**src/design/dpc_pkg.sv**
```systemverilog
// Shared widths, register indexes and types of the distinct point counter.
package dpc_pkg;

    // Field widths
    localparam int ID_W        = 16;
    localparam int COORD_W     = 24;
    localparam int DIFF_W      = COORD_W + 1;
    localparam int SQ_W        = 2 * COORD_W + 1;
    localparam int DIST_W      = SQ_W + 1;
    localparam int RADIUS_W    = 48;
    localparam int STOP_W      = 7;
    localparam int COUNT_OUT_W = 7;

    // Configuration port
    localparam int CFG_IDX_W  = 2;
    localparam int CFG_DATA_W = RADIUS_W;

    localparam logic [CFG_IDX_W-1:0] CFG_QUERY_SIDE = 2'd0;
    localparam logic [CFG_IDX_W-1:0] CFG_STOP_AT    = 2'd1;
    localparam logic [CFG_IDX_W-1:0] CFG_RADIUS_SQ  = 2'd2;

    // Register reset values
    localparam logic                QUERY_SIDE_RST = 1'b1;
    localparam logic [STOP_W-1:0]   STOP_AT_RST    = 7'd64;
    localparam logic [RADIUS_W-1:0] RADIUS_SQ_RST  = '0;

    // Default table depth
    localparam int MAX_KEPT_DEF = 64;

    // One point: id and position
    typedef struct packed {
        logic [ID_W-1:0]           id;
        logic signed [COORD_W-1:0] x;
        logic signed [COORD_W-1:0] y;
    } t_point;

    // Control broadcast to every cell
    typedef struct packed {
        logic clear;   // drop all kept points (new set)
        logic shift;   // append probe at the head, move entries one cell down
    } t_cell_ctrl;

endpackage

```
**src/design/dpc_cell.sv**
```systemverilog
// One table cell: holds a kept point, tests it against the probe, passes the hit flag on.
module dpc_cell (
    input  logic                                i_clk,
    input  logic                                i_rst_n,
    input  dpc_pkg::t_cell_ctrl                 i_ctrl,
    input  dpc_pkg::t_point                     i_probe,
    input  logic [dpc_pkg::RADIUS_W-1:0]        i_radius_sq,
    input  dpc_pkg::t_point                     i_prev_point,
    input  logic                                i_prev_valid,
    input  logic                                i_prev_acc,
    output dpc_pkg::t_point                     o_point,
    output logic                                o_valid,
    output logic                                o_acc
);
    import dpc_pkg::*;

    t_point                r_point;
    logic                  r_valid;
    logic [SQ_W-1:0]       r_dx2;
    logic [SQ_W-1:0]       r_dy2;
    logic                  r_id_eq;
    logic                  r_hit;
    logic                  r_acc;

    logic signed [DIFF_W-1:0] diff_x;
    logic signed [DIFF_W-1:0] diff_y;
    logic [DIFF_W-1:0]        abs_x;
    logic [DIFF_W-1:0]        abs_y;
    logic [2*DIFF_W-1:0]      prod_x;
    logic [2*DIFF_W-1:0]      prod_y;
    logic [DIST_W-1:0]        dist_sq;

    // Exact differences and magnitudes
    assign diff_x = DIFF_W'(i_probe.x) - DIFF_W'(r_point.x);
    assign diff_y = DIFF_W'(i_probe.y) - DIFF_W'(r_point.y);
    assign abs_x  = diff_x[DIFF_W-1] ? DIFF_W'(-diff_x) : DIFF_W'(diff_x);
    assign abs_y  = diff_y[DIFF_W-1] ? DIFF_W'(-diff_y) : DIFF_W'(diff_y);
    assign prod_x = abs_x * abs_x;
    assign prod_y = abs_y * abs_y;

    // Squared distance, compared in the second stage
    assign dist_sq = DIST_W'(r_dx2) + DIST_W'(r_dy2);

    // Stored entry: cleared on a new set, shifted in on an append
    always_ff @(posedge i_clk) begin
        if (!i_rst_n) begin
            r_valid <= 1'b0;
        end else if (i_ctrl.clear) begin
            r_valid <= 1'b0;
        end else if (i_ctrl.shift) begin
            r_valid <= i_prev_valid;
        end
        if (i_ctrl.shift) begin
            r_point <= i_prev_point;
        end
    end

    // Squares, then hit test, then hit flag handed down the row
    always_ff @(posedge i_clk) begin
        r_dx2   <= prod_x[SQ_W-1:0];
        r_dy2   <= prod_y[SQ_W-1:0];
        r_id_eq <= (i_probe.id == r_point.id);
        if (!i_rst_n) begin
            r_hit <= 1'b0;
            r_acc <= 1'b0;
        end else begin
            r_hit <= r_valid && (r_id_eq || (dist_sq < DIST_W'(i_radius_sq)));
            r_acc <= r_hit || i_prev_acc;
        end
    end

    assign o_point = r_point;
    assign o_valid = r_valid;
    assign o_acc   = r_acc;

endmodule

```
**config.mk**
```make
export PLATFORM = sky130hd
export DESIGN_NAME = dpc_cell
export DESIGN_NICKNAME = d
export VERILOG_FILES = /design/src/design/dpc_pkg.sv /design/src/design/dpc_cell.sv
export SDC_FILE = /design/constraint.sdc
export NUM_CORES = 2
export LEC_CHECK = 0
export BUFFER_PORTS_ARGS = -buffer_cell sky130_fd_sc_hd__buf_2
export CORE_MARGIN = 4
export CORE_UTILIZATION = 55
export CTS_BUF_LIST = sky130_fd_sc_hd__clkbuf_8
export DETAILED_ROUTE_END_ITERATION = 6
export PLACE_DENSITY = 0.73
export SKIP_CTS_REPAIR_TIMING = 1
export SLEW_MARGIN = 10
export SYNTH_ARGS = -nofsm -noshare
export SYNTH_HDL_FRONTEND = slang
export SYNTH_SLANG_ARGS = --single-unit
```
**constraint.sdc**
```tcl
create_clock -name i_clk -period 20.9 [get_ports i_clk]
set_input_delay 1.045 -clock i_clk [delete_from_list [all_inputs] [get_ports i_clk]]
set_output_delay 1.045 -clock i_clk [all_outputs]
set_load 0.005 [all_outputs]
```
======== Word level (Yosys, flattened, before mapping) ========
Cells that the tools add are included.
operators by class
  multipliers ............................. 2
  magnitude comparators ................... 1
  multiplexer cells ....................... 2
  div/mod/pow operators ................... 0
  reductions and logical operators ........ 4
  add/subtract/negate cells ............... 5
  bitwise logic cells ..................... 1
  shift operators ......................... 0
  eq/ne operators ......................... 1
operators by type and width
  kind                                             count
  25-bit by 25-bit multiplier with 49-bit output   2
  49-bit by 49-bit adder with 50-bit output        1
  50-bit by 48-bit < comparator with 1-bit output  1
  25-bit 2-to-1 mux                                2
  25-bit negator                                   2
  24-bit by 24-bit subtractor with 25-bit output   2
  16-bit equality test                             1
  1-bit logical OR                                 2
  2-bit OR reduction                               1
  1-bit logical AND                                1
  1-bit NOT                                        1
storage, ports and cells
  ROM bits ................................ 0
  output and inout port bits .............. 66
  register bits after elaboration ......... 166
  logic and storage cells ................. 25
  memory bits (writable) .................. 0
  bits in latches ......................... 0
  bits of input ports ..................... 182
  memories ................................ 0

======== Logic depth before layout (Yosys ltp) ========
  depth in word-level cells ............... 4
  mapped depth ............................ 43
  gate-level depth less buffers ........... 40

======== Worst setup path before layout ========
No wires, ideal clock.
  kind .................................... input to register
  from .................................... input port i_probe[24] in the netlist's numbering
  to ...................................... register r_dx2[42]
  arrival ................................. 10196 ps
  buffers on the path ..................... 3
  cell stages on the path ................. 41
  slack ................................... 10632 ps
  cells stage by stage .................... inv_1 > ha_1 > fa_1 > nor2b_1 > o31ai_1 > a21oi_1 > o21ai_2 > o211ai_1 > and4_1 > o31a_1 > buf_2 > buf_2 > nor2_1 > xnor2_1 > clkbuf_1 > nor2_1 > fa_1 > inv_1 > [5 not listed] > inv_1 > fa_1 > fa_1 > inv_1 > fa_1 > inv_1 > ha_1 > a21o_1 > a221o_1 > a41oi_1 > o211ai_1 > o31a_1 > o2111ai_1 > and4b_1 > o21ai_0 > a31o_2 > a21oi_1 > xnor2_1
between the ends
  cells in the longest elaborated chain, start to end .. 4
ends and longest elaborated chain
  what                                                RTL line        text
  start, declared                                     dpc_cell.sv:6   input dpc_pkg::t_point i_probe,
  24-bit by 24-bit subtractor with 25-bit output (*)  dpc_cell.sv:34  assign diff_x = DIFF_W'(i_probe.x) - DIFF_W'(r_point.x);
  25-bit negator                                      dpc_cell.sv:36  assign abs_x = diff_x[DIFF_W-1] ? DIFF_W'(-diff_x) : DIFF_W'(diff_x);
  25-bit 2-to-1 mux (*)                               dpc_cell.sv:36
  25-bit by 25-bit multiplier with 49-bit output (*)  dpc_cell.sv:38  assign prod_x = abs_x * abs_x;
  net prod_x[42]                                      dpc_cell.sv:29  logic [2*DIFF_W-1:0] prod_x;
  end signal, assigned                                dpc_cell.sv:60  r_dx2 <= prod_x[SQ_W-1:0];
  end, declared                                       dpc_cell.sv:19  logic [SQ_W-1:0] r_dx2;
Mark *: on every way through the listed nets, which the timed path passes. The rest lies on a longest branch.
A chain may end at the register's enable or synchronous reset.

======== Worst setup path after layout ========
  from .................................... input port i_probe[24] in the netlist's numbering
  to ...................................... register r_dx2[46]
The elaborated chain is that of the path after synthesis.

==> impl_metrics.csv <==
group,metric,value,unit
status,outcome,"complete, no violations",
routing,drt-initial-drc-count,2553,
cells_and_area,drive_above_1_share,8.32,%
synthesis,synth-edff-count,64,
timing,worst_slew_pin_slew,1100,ps
timing,final.period_utilization,58.1,%
grt,grt_max_degree,66,
worst_hold_path,min_path_type,"reg -> reg",
routing,drc_errors,0,
run,maxCapViolCount,0,
grt,grt_pass1_wl,186000,um
synthesis,synthTopCellsByCount,"inv_1, fa_1, ha_1, nor2_1, nand2_1",
synthesis,synth.avg_cell_area,9.14,sq um
routing,totalWireLength,114000,um
setup_path,start_kind,"input port",
grt,grt_pass1_vias,36900,
routing,wl_met2,54700,um
timing,hold_viol_final,0,
synthesis,synthCells,4979,
synthesis,async_flop_share,0,%
synthesis,synth_top_family_by_area,"adder cells",
timing,setup-violations-final,0,
placement,routabilityCongestion,0.949,
setup_path,cpMostUsedCell,"fa_1",
timing,setup_tns,0,ps
floorplan,rows,105,
setup_path,crit_slowest_cell,"xor2_1",
routing,routedWlPerCell,18.1,um
setup_path,critPathLaunch,"i_probe[24]",
synthesis,yosys-top-cells-area,"fa_1, ha_1, inv_1, dfxtp_1, edfxtp_1",
routing,antenna_left,0,
setup_path,worstSetupEndpointType,"flip-flop",
placement,dp.cells,6255,
synthesis,yosysWarningCount,0,
floorplan,pin_count,248,
synthesis,synth-seq-cells,164,
setup_path,crit_type,"in -> reg",
timing,max_freq,0.0824,GHz
cells_and_area,design_area,48500,sq um
routing,viasPerCell,5.47,
setup_path,r2r-start,"o_point[24]",
clock_network,clock_sinks,164,
timing,rsz0062_at_grt,"no",
routing,dr_wl_met3,9900,um
synthesis,yosysSeqAreaShare,8.63,%
setup_path,arrival,12590,ps
synthesis,synthXorXnorAreaFrac,4.77,%
grt,grt-ovfl-total,0,
clock_network,cts_tree,"built",
routing,top_layer,"met4",
routing,dr.pass1.iters,5,
cells_and_area,final_cells,6288,
floorplan,die_y,296,um
routing,dr_total_vias,34400,
placement,hpwl,94300,um
setup_path,crit_path_max_fanout,19,
grt,antenna_found_initial,1,
floorplan,core,82000,sq um
cells_and_area,syn_to_final_growth,6.72,%
timing,drv_slew,0,
grt,grt_usage,27.2,%
synthesis,synth.area.mux_share,0.113,%
setup_path,worstPathRequired,21360,ps
synthesis,yosys.area_share.simple,11.0,%
timing,fin_crit,12130,ps
floorplan,start_util,55.5,%
timing,skew,32.0,ps
timing,slew_headroom,26.6,%
worst_hold_path,hold_path_depth,1,
cells_and_area,fillers,7172,
timing,hold_slack,462,ps
worst_hold_path,hp-start,"r_hit",
synthesis,synth_area_leader_cell,"fa_1",
synthesis,synth-compound-area-share,8.43,%
floorplan,fp.dieW,296,um
clock_network,cts_buffers,17,
placement,postPlaceCellArea,48100,sq um
synthesis,synth-main-ff-cell,"dfxtp_1",
clock_network,root_buffer,"clkbuf_8",
clock_network,h-tree-depth,4,
setup_path,reg2reg_depth,34,
routing,met1_length,45600,um
clock_network,clk_latency,570,ps
floorplan,die_area,87400,sq um
clock_network,clk_transition_reported_paths,110,ps
synthesis,synth_cell_types,97,
setup_path,slowest_delay,870,ps
placement,io_buffers,247,
synthesis,syn_area,45500,sq um
synthesis,synth_adder_area_share,55.0,%
synthesis,synth_most_common_cell,"inv_1",
synthesis,yosys.area.top_type_share,41.3,%
cells_and_area,final_nets,6823,
clock_network,clk_path_buf_depth,2,
## state kept, by name (all words and copies together), names as in the netlist
signal   count
r_dy2       48
o_acc        1
o_valid      1
o_point     64
r_dx2       48
r_hit        1
r_id_eq      1
## layout make-up
type | instances | area (sq um) | share of cell area [%]
inverters | 1317 | 4950 | 10.2
diodes | 1 | 2.50 | 0.00516
clock buffers | 17 | 234 | 0.482
well taps | 1070 | 1340 | 2.76
flip-flops and latches | 164 | 3920 | 8.08
clock inverters | 15 | 200 | 0.412
repair buffers | 295 | 1600 | 3.29
multi-input cells | 3409 | 36300 | 74.8
## critical path: cells and delay by family
| family | cells | cell delay, ps |
|---|---|---|
| buffers and inverters | 6 | 940 |
| xor gates and xnor gates | 2 | 1000 |
| AOI/OAI and AO/OA | 11 | 3180 |
| and+or+nand+nor | 7 | 1970 |
| adders and majority gates | 10 | 4450 |
## cell usage in the layout, fill, tap and decap left out, drive strengths merged, types with 44 or more instances in the layout
master	n
inv	1325
fa	938
ha	499
nor2	426
nand2	368
buf	295
a21oi	164
xnor2	160
o21ai	102
dfxtp	100
a21o	84
xor2	78
edfxtp	64
nand2b	46
nor3	44
## per-layer routing
metal  vias up  track usage [%]
met3       289             5.61
met1     17000             35.9
met5         -                0
met4         0             9.11
li1      15700                -
met2      1415             45.2
## per-stage QoR
step	setup slack [ps]	utilization (%)
global route	8200	59.2
detailed placement	8440	58.7
floorplan	10630	-
global placement	8840	58.7
finish	8770	59.2
CTS	9050	59.2
## worst paths after layout
check               to  slack, ps
max          r_dx2[46]       8770
max reg2reg  r_dx2[46]       8930
min              o_acc        460
min reg2reg      o_acc        460
## cell families after synthesis
family	Yosys count
AO/OA/AOI/OAI	581
XOR/XNOR	238
adder cells (fa/ha/maj)	1437
buffers and inverters	1440
flip-flops	164
multiplexers	5
other	2
AND/OR/NAND/NOR	1112
Power is not shown: default switching activity piles up to over one toggle a cycle in this logic, so the estimate is an artifact.
